==> src/rtl/core/armik_pkg.sv <==
// Shared types and constants for the arm inverse kinematics pipeline.
// Holds the transaction structs, the CORDIC arctangent table and the fixed-point formats.
// No dependencies.
package armik_pkg;

    // Requested number of CORDIC micro-rotations. The table covers at most 24.
    localparam int CORDIC_STAGES = 16;
    localparam int TABLE_LEN     = 24;
    localparam int NUM_STAGES    = (CORDIC_STAGES > TABLE_LEN) ? TABLE_LEN : CORDIC_STAGES;

    // Fixed-point formats.
    localparam int FRAC_BITS = 8;            // extra fraction bits on x and y
    localparam int XY_W      = 28;           // signed width of the CORDIC x and y
    localparam int ACC_W     = 32;           // signed angle accumulator, 1/100 deg * 2^16
    localparam int ANG_SHIFT = 16;           // fraction bits of the accumulator
    localparam int GAIN_W    = 16;
    localparam logic [GAIN_W-1:0] GAIN_INV = 16'd39797;
    localparam int MAG_W     = XY_W - 1;     // non-negative final x
    localparam int PROD_W    = MAG_W + GAIN_W;
    localparam int RAD_SHIFT = 16 + FRAC_BITS;
    localparam int RAD_W     = PROD_W - RAD_SHIFT + 1;
    localparam int ANG_W     = ACC_W + 1 - ANG_SHIFT;

    localparam logic signed [ACC_W-1:0] ACC_HALF_TURN = 32'sd1179648000;
    localparam logic [15:0] FULL_TURN = 16'd36000;

    // Register map, word index into the configuration space.
    localparam logic [1:0] REG_ARM_BASE   = 2'd0;
    localparam logic [1:0] REG_MAX_LIFT   = 2'd1;
    localparam logic [1:0] REG_MAX_STRETCH = 2'd2;
    localparam int CFG_ADDR_W = 4;

    // round(atan(2^-i) * 18000 / pi * 2^16)
    localparam logic signed [ACC_W-1:0] ATAN_TAB [TABLE_LEN] = '{
        32'sd294912000, 32'sd174096719, 32'sd91987925, 32'sd46694507,
        32'sd23437865,  32'sd11730358,  32'sd5866610,  32'sd2933484,
        32'sd1466764,   32'sd733389,    32'sd366693,   32'sd183346,
        32'sd91673,     32'sd45837,     32'sd22918,    32'sd11459,
        32'sd5730,      32'sd2865,      32'sd1432,     32'sd716,
        32'sd358,       32'sd179,       32'sd90,       32'sd45
    };

    typedef struct packed {
        logic signed [15:0] target_x;
        logic signed [15:0] target_y;
        logic signed [15:0] target_z;
        logic signed [15:0] pitch_request;
        logic [15:0]        current_rotate_angle;
    } t_ik_in;

    typedef struct packed {
        logic [15:0]        rotate_target;
        logic [14:0]        stretch_target;
        logic [14:0]        lift_target;
        logic signed [15:0] pitch_target;
        logic               held_singular;
    } t_ik_out;

    // Configuration registers as seen by the datapath.
    typedef struct packed {
        logic [14:0] arm_base_length;
        logic [14:0] max_lift_height;
        logic [14:0] max_stretch_length;
    } t_cfg;

    // Vector state of one CORDIC stage.
    typedef struct packed {
        logic signed [XY_W-1:0]  x;
        logic signed [XY_W-1:0]  y;
        logic signed [ACC_W-1:0] acc;
    } t_cordic;

    // Fields that ride alongside the CORDIC untouched.
    typedef struct packed {
        logic signed [15:0] z;
        logic signed [15:0] pitch;
        logic [15:0]        cur;
        logic               held;
    } t_side;

endpackage

==> src/rtl/core/armik_post.sv <==
// Post-processing after the CORDIC: gain correction multiply, angle rounding and wrap,
// stretch and lift clamps. Two register stages, the last one is the output register.
// Depends on armik_pkg.
module armik_post (
    input  logic                i_clk,
    input  logic                i_rst_n,
    input  logic                i_valid,
    input  armik_pkg::t_cordic  i_vec,
    input  armik_pkg::t_side    i_side,
    input  armik_pkg::t_cfg     i_cfg,
    output logic                o_valid,
    output armik_pkg::t_ik_out  o_result
);
    import armik_pkg::*;

    // Stage A registers.
    logic                     r_a_valid;
    logic [PROD_W-1:0]        r_a_prod;
    logic signed [ANG_W-1:0]  r_a_ang;
    logic [15:0]              r_a_cur;
    logic [14:0]              r_a_lift;
    logic signed [15:0]       r_a_pitch;
    logic                     r_a_held;

    // Stage B (output) registers.
    logic    r_b_valid;
    t_ik_out r_b_out;

    logic [MAG_W-1:0]         w_mag;
    logic signed [ACC_W:0]    w_acc_rnd;
    logic signed [ANG_W-1:0]  n_a_ang;
    logic [PROD_W-1:0]        n_a_prod;
    logic [15:0]              n_a_cur;
    logic [14:0]              n_a_lift;

    // Stage A: gain multiply, angle rounding, held-angle reduction, lift clamp.
    assign w_mag     = i_vec.x[XY_W-1] ? '0 : i_vec.x[MAG_W-1:0];
    assign n_a_prod  = PROD_W'(w_mag) * PROD_W'(GAIN_INV);
    assign w_acc_rnd = (ACC_W+1)'(i_vec.acc) + (ACC_W+1)'(1 << (ANG_SHIFT - 1));
    assign n_a_ang   = ANG_W'(w_acc_rnd >>> ANG_SHIFT);
    assign n_a_cur   = (i_side.cur >= FULL_TURN) ? i_side.cur - FULL_TURN : i_side.cur;

    always_comb begin
        if (i_side.z[15]) begin
            n_a_lift = 15'd0;
        end else if (i_side.z[14:0] > i_cfg.max_lift_height) begin
            n_a_lift = i_cfg.max_lift_height;
        end else begin
            n_a_lift = i_side.z[14:0];
        end
    end

    always_ff @(posedge i_clk) begin
        if (!i_rst_n) begin
            r_a_valid <= 1'b0;
        end else begin
            r_a_valid <= i_valid;
        end
    end

    always_ff @(posedge i_clk) begin
        r_a_prod  <= n_a_prod;
        r_a_ang   <= n_a_ang;
        r_a_cur   <= n_a_cur;
        r_a_lift  <= n_a_lift;
        r_a_pitch <= i_side.pitch;
        r_a_held  <= i_side.held;
    end

    // Stage B: radius rounding, stretch clamp, angle wrap and the held-angle select.
    logic [RAD_W-1:0]          w_radius;
    logic signed [RAD_W+1:0]   w_stretch;
    logic signed [ANG_W:0]     w_ang;
    logic signed [ANG_W:0]     w_turn;
    t_ik_out                   n_b_out;

    assign w_radius  = RAD_W'((r_a_prod + PROD_W'(1 << (RAD_SHIFT - 1))) >> RAD_SHIFT);
    assign w_stretch = $signed({2'b00, w_radius}) - $signed((RAD_W+2)'(i_cfg.arm_base_length));
    assign w_turn    = (ANG_W+1)'(FULL_TURN);

    always_comb begin
        w_ang = (ANG_W+1)'(r_a_ang);
        if (w_ang < 0) begin
            w_ang = w_ang + w_turn;
        end else if (w_ang >= w_turn) begin
            w_ang = w_ang - w_turn;
        end

        n_b_out.rotate_target = r_a_held ? r_a_cur : w_ang[15:0];
        if (w_stretch < 0) begin
            n_b_out.stretch_target = 15'd0;
        end else if (w_stretch > $signed((RAD_W+2)'(i_cfg.max_stretch_length))) begin
            n_b_out.stretch_target = i_cfg.max_stretch_length;
        end else begin
            n_b_out.stretch_target = w_stretch[14:0];
        end
        n_b_out.lift_target   = r_a_lift;
        n_b_out.pitch_target  = r_a_pitch;
        n_b_out.held_singular = r_a_held;
    end

    always_ff @(posedge i_clk) begin
        if (!i_rst_n) begin
            r_b_valid <= 1'b0;
        end else begin
            r_b_valid <= r_a_valid;
        end
    end

    always_ff @(posedge i_clk) begin
        r_b_out <= n_b_out;
    end

    assign o_valid  = r_b_valid;
    assign o_result = r_b_out;

endmodule

==> config.mk <==
export PLATFORM = sky130hd
export DESIGN_NAME = armik_post
export DESIGN_NICKNAME = d
export VERILOG_FILES = /design/src/rtl/core/armik_pkg.sv /design/src/rtl/core/armik_post.sv
export SDC_FILE = /design/constraint.sdc
export NUM_CORES = 1
export LEC_CHECK = 0
export ABC_AREA = 1
export BUFFER_PORTS_ARGS = -buffer_cell sky130_fd_sc_hd__buf_2
export CAP_MARGIN = 5
export CORE_MARGIN = 2
export CORE_UTILIZATION = 54
export CTS_BUF_LIST = sky130_fd_sc_hd__clkbuf_2
export CTS_CLUSTER_DIAMETER = 40
export CTS_CLUSTER_SIZE = 16
export DETAILED_ROUTE_END_ITERATION = 7
export PLACE_DENSITY_LB_ADDON = 0.12
export SKIP_LAST_GASP = 1
export SYNTH_ARGS = -nofsm -noshare
export SYNTH_HDL_FRONTEND = slang
export SYNTH_SLANG_ARGS = --single-unit
==> constraint.sdc <==
create_clock -name i_clk -period 5.6 [get_ports i_clk]
set_clock_uncertainty 0.2 [all_clocks]
set_input_delay 0.28 -clock i_clk [delete_from_list [all_inputs] [get_ports i_clk]]
set_output_delay 0.28 -clock i_clk [all_outputs]
set_load 0.02 [all_outputs]
[Word-level counts from Yosys, hierarchy flattened]
Cells that the tools add are included.
Word-level totals
  input port bits: 185
  flip-flop bits (word level): 173
  logic and storage cells: 33
  output and inout bits: 64
Operators by class
  $add $sub $neg: 6
  multiply operators: 1
  mux-type cells: 7
  order comparisons: 6
Operators by type and width (count)
  $mux W16: 4
  $add A43 B24 Y43 const B: 1
  $mul A27 B16 Y43 const B: 1
  $add A32 B17 Y33 const B: 1
  $sub A16 B16 Y16 const B: 2
  $mux W15: 2
  $mux W27: 1
  $gt A20 B16 Y1: 1
  $lt A20 B1 Y1 const B: 1
  $sub A19 B15 Y20: 1
  $ge A17 B17 Y1 const B: 1
  $lt A17 B1 Y1 const B: 1
  $add A16 B16 Y16 const B: 1
  $ge A16 B16 Y1 const B: 1
  $gt A15 B15 Y1: 1

[Logic depth before layout (Yosys ltp)]
Gate-level depths: netlist (run 1).
  depth in word-level cells: 4
  gate-level depth with buffers: 31
  depth with buffers taken out: 31

[Worst setup path after synthesis (run 1)]
Ideal clock, no wire load.
  path kind: input port to flip-flop
  start point: input i_vec[87] in the netlist's numbering
  end point: register r_a_prod[35]
  required time: 5.288 ns
  path buffers: 2
  slack: -0.390 ns
  data arrival time: 5.678 ns
  library setup time: 0.112 ns
  stages on the path: 27
  path through: buf_4 -> buf_1 -> nor2_1 -> inv_1 -> nor2_1 -> nor2_1 -> xor2_1 -> fa_1 -> inv_1 -> fa_1 -> fa_1 -> fa_1 -> inv_1 -> fa_1 -> inv_1 -> ha_1 -> nand2_1 -> nor2_1 -> inv_1 -> nor3_1 -> inv_1 -> nor4_1 -> a21oi_1 -> o21bai_1 -> nand2_1 -> nand3_1 -> nand2_1
On the way
  longest elaborated chain between the ends: 2
Ends and longest elaborated chain
  start, declared: line armik_post.sv:8  | input armik_pkg::t_cordic i_vec,
  $mux W27: line armik_post.sv:37  | assign w_mag = i_vec.x[XY_W-1] ? '0 : i_vec.x[MAG_W-1:0];
  $mul A27 B16 Y43: line armik_post.sv:38  | assign n_a_prod = PROD_W'(w_mag) * PROD_W'(GAIN_INV);
  net n_a_prod[35]: line armik_post.sv:32  | logic [PROD_W-1:0] n_a_prod;
  end signal, assigned: line armik_post.sv:62  | r_a_prod <= n_a_prod;
  end, declared: line armik_post.sv:18  | logic [PROD_W-1:0] r_a_prod;
The timed path passes the listed nets, and every way through them passes these cells.
A chain may end at the register's enable or synchronous reset.

[Final worst setup path (run 1)]
Ends and elaborated chain as after synthesis.

==> results.ini, run 1 <==
[grt]
grt_max_degree=21
grt_pass1_wl_mm=75.45
grt_use_total_pct=30.95
grt_overflow=0
first_global_vias=15700
antenna_found_initial=2

[synthesis]
yosysSeqAreaShare_pct=19.35
synth_cell_types=47
synth_area_um2=15520
synth_area_per_cell_um2=7.768
ys_warn_count=0
synth-seq-cells=150
syn-num-nets=2541
synth_cells=1998

[sta]
post-route-min-period_ns=5.211
setup_viol=0
period_share_pct=93.06
relSlewSlack_pct=55.10
hold_viol_final=0
tightest_slew_ns=0.6725
rsz0062_at_grt=false
finalMaxSlewViolations=0
max_freq_mhz=191.9

[clock_tree]
cts-htree-levels=4
cts-root-buf=clkbuf_2
cts_inserted_buffers=17
path_clk_slew_ns=0.26
post-cts-setup-buffers=0
clk_latency_ns=0.80
cts_num_sinks=150
clockBufferDepth=2
cts_tree=yes

[critical_path]
cpPeakStageDelay_ns=0.54
worst_ep_required_time_ns=6.12
cp-end-kind=flop
worstPathMaxFanout=11
cp_slowest_cell=fa_1
critPathLaunchType=input pin
worstPathArrival_ns=5.73
path_common_cell=fa_1
crit_type=in -> reg

[floorplan]
die_x_um=173.5
num_rows=62
pin_count=249
coreArea_um2=28470
die_h_um=173.5
initial_core_util_pct=54.52
die-area_um2=30110

[pwr]
p_leak_uw=0.01158
p_per_area_nw_per_um2=527.3
irDropWorstVdd_mv=0.3799

[finish]
register_area_um2=3003
drive_gt1_share_pct=19.89
utilization_pct=72.43
nNetsFinal=3145
area_growth_pct=32.86
design_area_um2=20620
fillers=2169
multiInputGateArea_um2=10830

[route]
vias_per_cell=5.082
drtIter0Drc=1002
drc=0
post_drt_wl_per_cell_um=15.38
ant_nets=0
route.vias.total=15250
dr.pass1.iters=6
wl_mm=46.14

[flow_run]
max-cap-violations=0

[outcome]
status=finished, final reports clean

[min_path]
hold_class=in -> reg

[placement]
postPlaceCellArea_um2=18770
gp_congestion=0.9326
dp_hpwl_mm=35.18
io_buffer_count=205

-- final timing paths --
path,from,to,slack (ns),cells past startpoint
min reg2reg,r_a_lift[14]$_SDFF_PP0_,o_result[31]$_DFF_P_,0.13,0
max reg2reg,r_a_prod[24]$_DFF_P_,o_result[38]$_SDFF_PN0_,0.42,26
min,i_side[38],r_a_lift[5]$_SDFF_PP0_,0.07,4
max,i_vec[87],r_a_prod[35]$_DFF_P_,0.39,26
-- worst max-delay path, delay by kind of cell --
family / cells / cell delay [ns]
adders and majority gates: 6 / 2.90
and+or+nand+nor: 8 / 1.06
buffers and inverters: 7 / 0.71
AOI/OAI and AO/OA: 4 / 0.63
xor gates and xnor gates: 1 / 0.16
-- report_power, final --
group	switching, µW	internal [µW]	total [µW]
Sequential	124	1310	1430
Combinational	4740	4080	8820
Clock	451	177	627
-- layer usage --
layer	track usage [%]	vias up	part of all wire, %
met1	37.24	7101	41
met4	10.70	0	3.5
li1	-	7363	-
met5	0	-	0
met2	56.18	625	50
met3	4.803	156	5.8
-- Yosys cell counts, drive strengths merged --
master	n	area, µm²
o221ai	3	26.28
o21a	7	52.55
dfxtp	150	3003
nand2	376	1426
a31o	1	8.760
o22ai	6	37.54
nor3	19	100.1
a21o	15	112.6
a21oi	98	501.7
o31a	1	8.760
buf	7	45.03
nor2	219	872.1
and2	2	12.51
xor2	83	727.0
ha	199	2490
o21bai	10	78.82
nor4	7	43.79
nand3	52	265.3
or2	8	50.05
xnor2	22	192.7
clkinv	1	3.750
clkbuf	5	18.77
o21ai	51	255.3
fa	159	3183
o211ai	3	22.52
nor3b	2	15.01
nand4	16	106.4
a211oi	4	30.03
and3	3	18.77
nor4b	1	8.760
o31ai	1	7.510
inv	452	1697
a21boi	5	37.54
a31oi	10	62.56
-- final cells by class --
| type | count | share of cell area [%] |
|---|---|---|
| Antenna cell | 1 | 0.01214 |
| Clock buffer | 18 | 0.4369 |
| Clock inverter | 14 | 0.6856 |
| Inverter | 453 | 8.264 |
| Multi-Input combinational cell | 1383 | 52.52 |
| Sequential cell | 150 | 14.56 |
| Tap cell | 384 | 2.330 |
| Timing Repair Buffer | 597 | 21.19 |
-- per-stage QoR --
stage / setup WS (ns) / setup TNS [ns] / power (µW) / hold WS, ns / std cells
after floorplan: -0.03584 / -0.03584 / 6634 / 0.1077 / 1998
after global placement: -0.5468 / -8.317 / 9788 / 0.1095 / 2807
after detailed placement: -0.5616 / -8.756 / 9909 / 0.1121 / 2807
after CTS: 0.2848 / 0 / 10740 / 0.009647 / 2997
after global routing: 0.0009259 / 0 / 12070 / 0.02225 / 3000
final: 0.3885 / 0 / 10870 / 0.06542 / 3000
-- kinds of logic (layout without fill, tap and decap cells) --
kind of cell	Yosys count	after routing	share of synthesized area, %
AO/OA/AOI/OAI	215	215	8.005
AND/OR/NAND/NOR	705	705	18.81
flip-flops	150	150	19.35
adder cells (fa/ha/maj)	358	358	36.55
XOR/XNOR	105	105	5.925
buffers and inverters	465	1082	11.37
other	0	1	0
-- repair_timing --
action / CTS / global route
gates resized for setup: 0 / 4
endpoints found under the hold margin: 82 / 1
endpoints found under the setup margin: 0 / 11
hold buffers: 158 / 2
-- placed cells by master (no fill, tap or decap), types with 6 or more instances in the layout --
cell	synthesis	layout
buf_4	2	232
nor2_2	11	18
a21oi_1	97	97
fa_1	159	159
o21bai_1	9	9
buf_2	3	205
ha_1	199	199
nand2_2	6	6
nor3_1	18	18
xnor2_1	22	22
inv_1	450	449
or2_2	8	8
nor2_4	3	8
nand3_1	51	51
nor2_1	205	193
dfxtp_1	150	150
o21ai_0	49	49
a21o_1	15	15
o21a_1	7	7
dlygate4sd3_1	0	160
clkbuf_2	0	18
a31oi_1	10	10
nand4_1	15	15
xor2_1	83	83
nand2_1	370	370
o22ai_1	6	6
-- flip-flops by register name (all words and copies together), names as in the netlist --
register	cells
r_a_lift	15
r_a_prod	20
r_a_valid	1
r_a_ang	17
r_a_cur	16
r_a_held	1
o_result	63
r_a_pitch	16
o_valid	1
Power figures use the tool's default switching activity.
==> inputs of run 2 (changes only) <==
--- a/config.mk
+++ b/config.mk
@@ -9,7 +9,7 @@
 export BUFFER_PORTS_ARGS = -buffer_cell sky130_fd_sc_hd__buf_2
 export CAP_MARGIN = 5
 export CORE_MARGIN = 2
-export CORE_UTILIZATION = 54
+export CORE_UTILIZATION = 35
 export CTS_BUF_LIST = sky130_fd_sc_hd__clkbuf_2
 export CTS_CLUSTER_DIAMETER = 40
 export CTS_CLUSTER_SIZE = 16
==> run 2 against run 1 <==
Net effect: first-iteration DRC count decreased by 41%; sequential power about the same; design area up 3.4%; cell count rose by 8.1%; sequential share of layout area decreased by 0.47 points; register-to-register slack better by 0.06 ns; utilization fell by 24 points; critical path type unchanged; critical endpoint is now r_a_prod[36]$_DFF_P_; largest cell class unchanged; largest power group unchanged.
==> results.ini, run 2 (synthesized netlist as in run 1, its figures left out) <==
[outcome]
status=finished, final reports clean

[min_path]
hold_start=i_cfg[3]
worstHoldEndpoint=o_result[35]$_SDFF_PN0_
hold_class=in -> reg
hold_path_depth=4

[sta]
setup_viol=0
fin_ws_ns=0.3701
tightest_slew_ns=0.6034
period_share_pct=93.39
relSlewSlack_pct=59.53
finalMaxSlewViolations=0
fin_hold_ws_ns=0.1062
post-route-min-period_ns=5.230
max_freq_mhz=191.2
hold_viol_final=0

[route]
vias_per_cell=4.447
drc=0
wl_mm=46.10
post_drt_wl_per_cell_um=14.21
drtIter0Drc=588
route.vias.total=14430
ant_nets=0
dr.pass1.iters=5

[finish]
register_area_um2=3003
largest_register_ffs=63
fillers=4364
drive_gt1_share_pct=19.84
layout_commonest_cell=inv_1
stdcell_count=3244
utilization_pct=48.41
area_growth_pct=37.32
multiInputGateArea_um2=10830
nNetsFinal=3181
final_cell_mix=450 x inv_1, 370 x nand2_1, 238 x buf_4, 205 x buf_2, 199 x ha_1

[grt]
antenna_found_initial=2
grt_use_total_pct=20.34
grt_pass1_wl_mm=75.71
grt_overflow=0
first_global_vias=15280
grt_max_degree=21

[placement]
gp_congestion=0.9096
place_ws_ns=-0.4569
dp_hpwl_mm=39.52
io_buffer_count=205
place_inst=3022

[critical_path]
cp-end-kind=flop
reg2reg_slack_ns=0.48
worstPathMaxFanout=6
worstReg2RegEnd=o_result[41]$_SDFF_PN0_
critPathLaunchType=input pin
cp_slowest_cell=fa_1
worst_ep_required_time_ns=6.07
cpPeakStageDelay_ns=0.54
worstPathArrival_ns=5.70
rr_worst_depth=25
crit_type=in -> reg
r2r_start=r_a_prod[24]$_DFF_P_
path_common_cell=nand2_1

[pwr]
irDropWorstVdd_mv=0.3916
total_power_uw=11060
p_per_area_nw_per_um2=518.8
p_leak_uw=0.01178

[floorplan]
die-area_um2=46050
coreArea_um2=44030
die_h_um=214.6
num_rows=77
die_x_um=214.6
initial_core_util_pct=35.25
pin_count=249

[clock_tree]
cts-htree-levels=4
path_clk_slew_ns=0.20
clockBufferDepth=2
cts_inserted_buffers=17
cts-root-buf=clkbuf_2
post-cts-setup-buffers=0
cts_num_sinks=150
clk_latency_ns=0.77
cts_tree=yes

[flow_run]
max-cap-violations=0

[run 2: cell types whose count changed in the layout (fill, tap and decap cells not counted), moves of 2 or more]
| cell | delta |
|---|---|
| bufinv_16 | +4 |
| inv_8 | -2 |
| clkinvlp_4 | -3 |
| dlygate4sd3_1 | +29 |
| buf_4 | +6 |
[run 2: worst max-delay path: cells and delay by family]
family | cells | cell delay [ns]
compound gates | 4 | 0.67
fa+ha+maj | 6 | 2.70
simple gates | 10 | 1.05
buf+inv | 8 | 0.83
xor+xnor | 1 | 0.15
[run 2: worst max-delay path by stage]
stage,start,endpoint,slack (ns),cells past startpoint
final,i_vec[87],r_a_prod[36]$_DFF_P_,0.37,29
after global routing,i_vec[87],r_a_prod[35]$_DFF_P_,-0.01,29
after CTS,r_a_prod[24]$_DFF_P_,o_result[38]$_SDFF_PN0_,0.31,25
after detailed placement,i_vec[87],r_a_prod[35]$_DFF_P_,-0.46,26
after global placement,i_vec[87],r_a_prod[36]$_DFF_P_,-0.40,29
after floorplan,i_vec[87],r_a_prod[35]$_DFF_P_,-0.04,26
[run 2: through the flow]
| stage | cell area [µm²] | TNS [ns] |
|---|---|---|
| 2_1_floorplan | 15590 | -0.03584 |
| 3_3_place_gp | 19090 | -5.967 |
| 3_5_place_dp | 19090 | -6.916 |
| 4_1_cts | 21290 | 0 |
| 5_1_grt | 21310 | -0.01288 |
| 6_report | 21310 | 0 |
[run 2: cell type report]
cell class | count | area share (%)
diodes | 1 | 0.01174
clock buffers | 18 | 0.4227
clock inverters | 14 | 1.027
inverters | 453 | 7.978
multi-input cells | 1383 | 50.83
flip-flops and latches | 150 | 14.09
well taps | 592 | 3.475
repair buffers | 633 | 22.17
[run 2: per-layer routing]
layer  GRT usage, %  part of all wire [%]
met1          25.42                    46
met5              0                     0
met4          4.977                   1.7
met2          37.38                    50
met3          2.099                   2.6
[run 2: what timing repair did]
item,in CTS,in global routing
hold buffers,189,0
endpoints found under the setup margin,0,11
gates resized for setup,0,4
endpoints found under the hold margin,82,0
[run 2: report_power, final]
part,switching [µW],internal [µW]
combinational,4750,4140
clock,402,346
sequential,113,1300
==> inputs of run 3 (changes only) <==
==> constraint.sdc (replaced) <==
create_clock -name i_clk -period 4.55 [get_ports i_clk]
set_clock_uncertainty 0.2 [all_clocks]
set_input_delay 0.2275 -clock i_clk [delete_from_list [all_inputs] [get_ports i_clk]]
set_output_delay 0.2275 -clock i_clk [all_outputs]
set_load 0.02 [all_outputs]
==> run 3 against run 2 <==
Net effect: the run now ends with negative setup slack left; sequential share of layout area decreased by 1.4 points; sequential power up 24%; via count rose by 5.5%; flip-flop and latch count stayed put; global-route usage rose by 0.63 points; combinational power rose by 60%; clock-buffer cell count unchanged; critical endpoint is now r_a_prod[39]$_DFF_P_.
==> results.ini, run 3 (synthesized netlist as in run 1, its figures left out) <==
[finish]
area_growth_pct=53.26
final_cell_mix=406 x inv_1, 327 x nand2_1, 288 x buf_4, 236 x dlygate4sd3_1, 204 x buf_2
fillers=4084
layout_commonest_cell=inv_1
nNetsFinal=3297
largest_register_ffs=63
utilization_pct=54.03
drive_gt1_share_pct=30.54

[sta]
relSlewSlack_pct=58.97
post-route-min-period_ns=4.760
fin_ws_ns=-0.2102
rsz0062_at_grt=true
fin_setup_tns_ns=-1.279
max_freq_mhz=210.1
period_share_pct=104.6
finalMaxSlewViolations=0
hold_viol_final=0
setup_viol=14
tightest_slew_ns=0.6139

[grt]
top_usage_layer=met2
grt_use_met3_pct=2.184
grt_overflow=0
antenna_found_initial=2
grt_pass1_wl_mm=78.65
grt_max_degree=21
first_global_vias=16130
grtUsageMet1_pct=25.72
grt_use_total_pct=20.97
met2_usage_pct=38.33

[route]
drc=0
drtIter0Drc=476
wl_mm=48.42
route.vias.total=15220
dr.pass1.iters=6
vias_per_cell=4.527
post_drt_wl_per_cell_um=14.41
ant_nets=0

[pwr]
p_per_area_nw_per_um2=706.5
irDropWorstVdd_mv=0.6460
p_leak_uw=0.01254

[clock_tree]
clk_latency_ns=0.79
cts_tree=yes
cts_num_sinks=150
cts-root-buf=clkbuf_2
cts-htree-levels=4
clockBufferDepth=2
path_clk_slew_ns=0.23
cts_inserted_buffers=17

[placement]
gp_congestion=0.8655
dp_hpwl_mm=38.29
io_buffer_count=205

[min_path]
hold_class=reg -> reg
worstHoldEndpoint=o_result[15]$_DFF_P_
hold_path_depth=0
hold_start=r_a_pitch[14]$_DFF_P_

[critical_path]
r2r_start=r_a_prod[28]$_DFF_P_
worst_ep_required_time_ns=5.04
worstPathMaxFanout=8
reg2reg_slack_ns=0.43
rr_worst_depth=28
crit_type=in -> reg
worstPathArrival_ns=5.25
cp-end-kind=flop
worstReg2RegEnd=o_result[43]$_SDFF_PN0_
critPathLaunchType=input pin

[floorplan]
die_x_um=214.6
coreArea_um2=44030
initial_core_util_pct=35.25
pin_count=249
die_h_um=214.6
num_rows=77
die-area_um2=46050

[flow_run]
max-cap-violations=0

[outcome]
status=finished, violations left
violations=negative setup slack

-- run 3: report_power, final --
group          internal, µW  switching (µW)
Combinational          6770            7380
Clock                   372             517
Sequential             1610             148
Total                  8760            8050
-- run 3: worst max-delay path by stage --
stage / start / end / slack [ns]
after floorplan: i_vec[87] / r_a_prod[35]$_DFF_P_ / -0.84
after global placement: i_vec[87] / r_a_prod[40]$_DFF_P_ / -1.17
final: i_vec[87] / r_a_prod[39]$_DFF_P_ / -0.21
after global routing: i_vec[87] / r_a_prod[39]$_DFF_P_ / -0.38
after CTS: i_vec[87] / r_a_prod[27]$_DFF_P_ / -0.06
after detailed placement: i_vec[87] / r_a_prod[41]$_DFF_P_ / -1.19
-- run 3: critical path, stage by stage --
cell      delay (ns)
buf_12          0.10
buf_12          0.15
nor2_4          0.05
buf_4           0.14
nor2_4          0.11
nor2_2          0.05
ha_2            0.30
inv_1           0.04
fa_1            0.51
inv_1           0.05
fa_1            0.48
fa_1            0.54
fa_1            0.45
fa_1            0.59
ha_4            0.22
buf_4           0.14
a21oi_4         0.12
buf_4           0.11
o21a_1          0.13
o221ai_1        0.16
a31oi_2         0.30
nand3_4         0.11
xor2_1          0.17
-- run 3: per-stage QoR --
stage	instance area (µm²)	instances	setup WS, ns	hold slack, ns	power (µW)
2_1_floorplan	16010	1998	-0.8392	0.05522	8816
3_3_place_gp	19740	3053	-1.166	0.1101	13010
3_5_place_dp	19740	3053	-1.187	0.1121	13030
4_1_cts	22940	3338	-0.06379	0.001538	15160
5_1_grt	23790	3361	-0.3767	0.08942	18360
6_report	23790	3361	-0.2102	0.1148	16810
-- run 3: per-layer routing --
metal	up-vias	wire (µm)
met5	-	0
met2	292	24830
met1	7177	21080
met3	80	1285
li1	7666	-
met4	0	1224
-- run 3: repair_timing --
action | 4_1_cts | 5_1_grt
endpoints found under the setup margin | 20 | 35
hold endpoints to repair | 82 | 0
pin swaps | 53 | 127
gates cloned | 1 | 0
resized for setup | 96 | 182
setup buffers | 16 | 23
hold buffers | 236 | 0
-- run 3: final cells by class --
cell class,instances,area (µm²),area share (%)
Inverter,453,1720,7.232
Multi-Input combinational cell,1383,12180,51.21
Sequential cell,150,3012,12.66
Antenna cell,2,5.005,0.02104
Clock inverter,14,197.7,0.8311
Timing Repair Buffer,749,5841,24.55
Clock buffer,18,90.09,0.3787
Tap cell,592,740.7,3.114
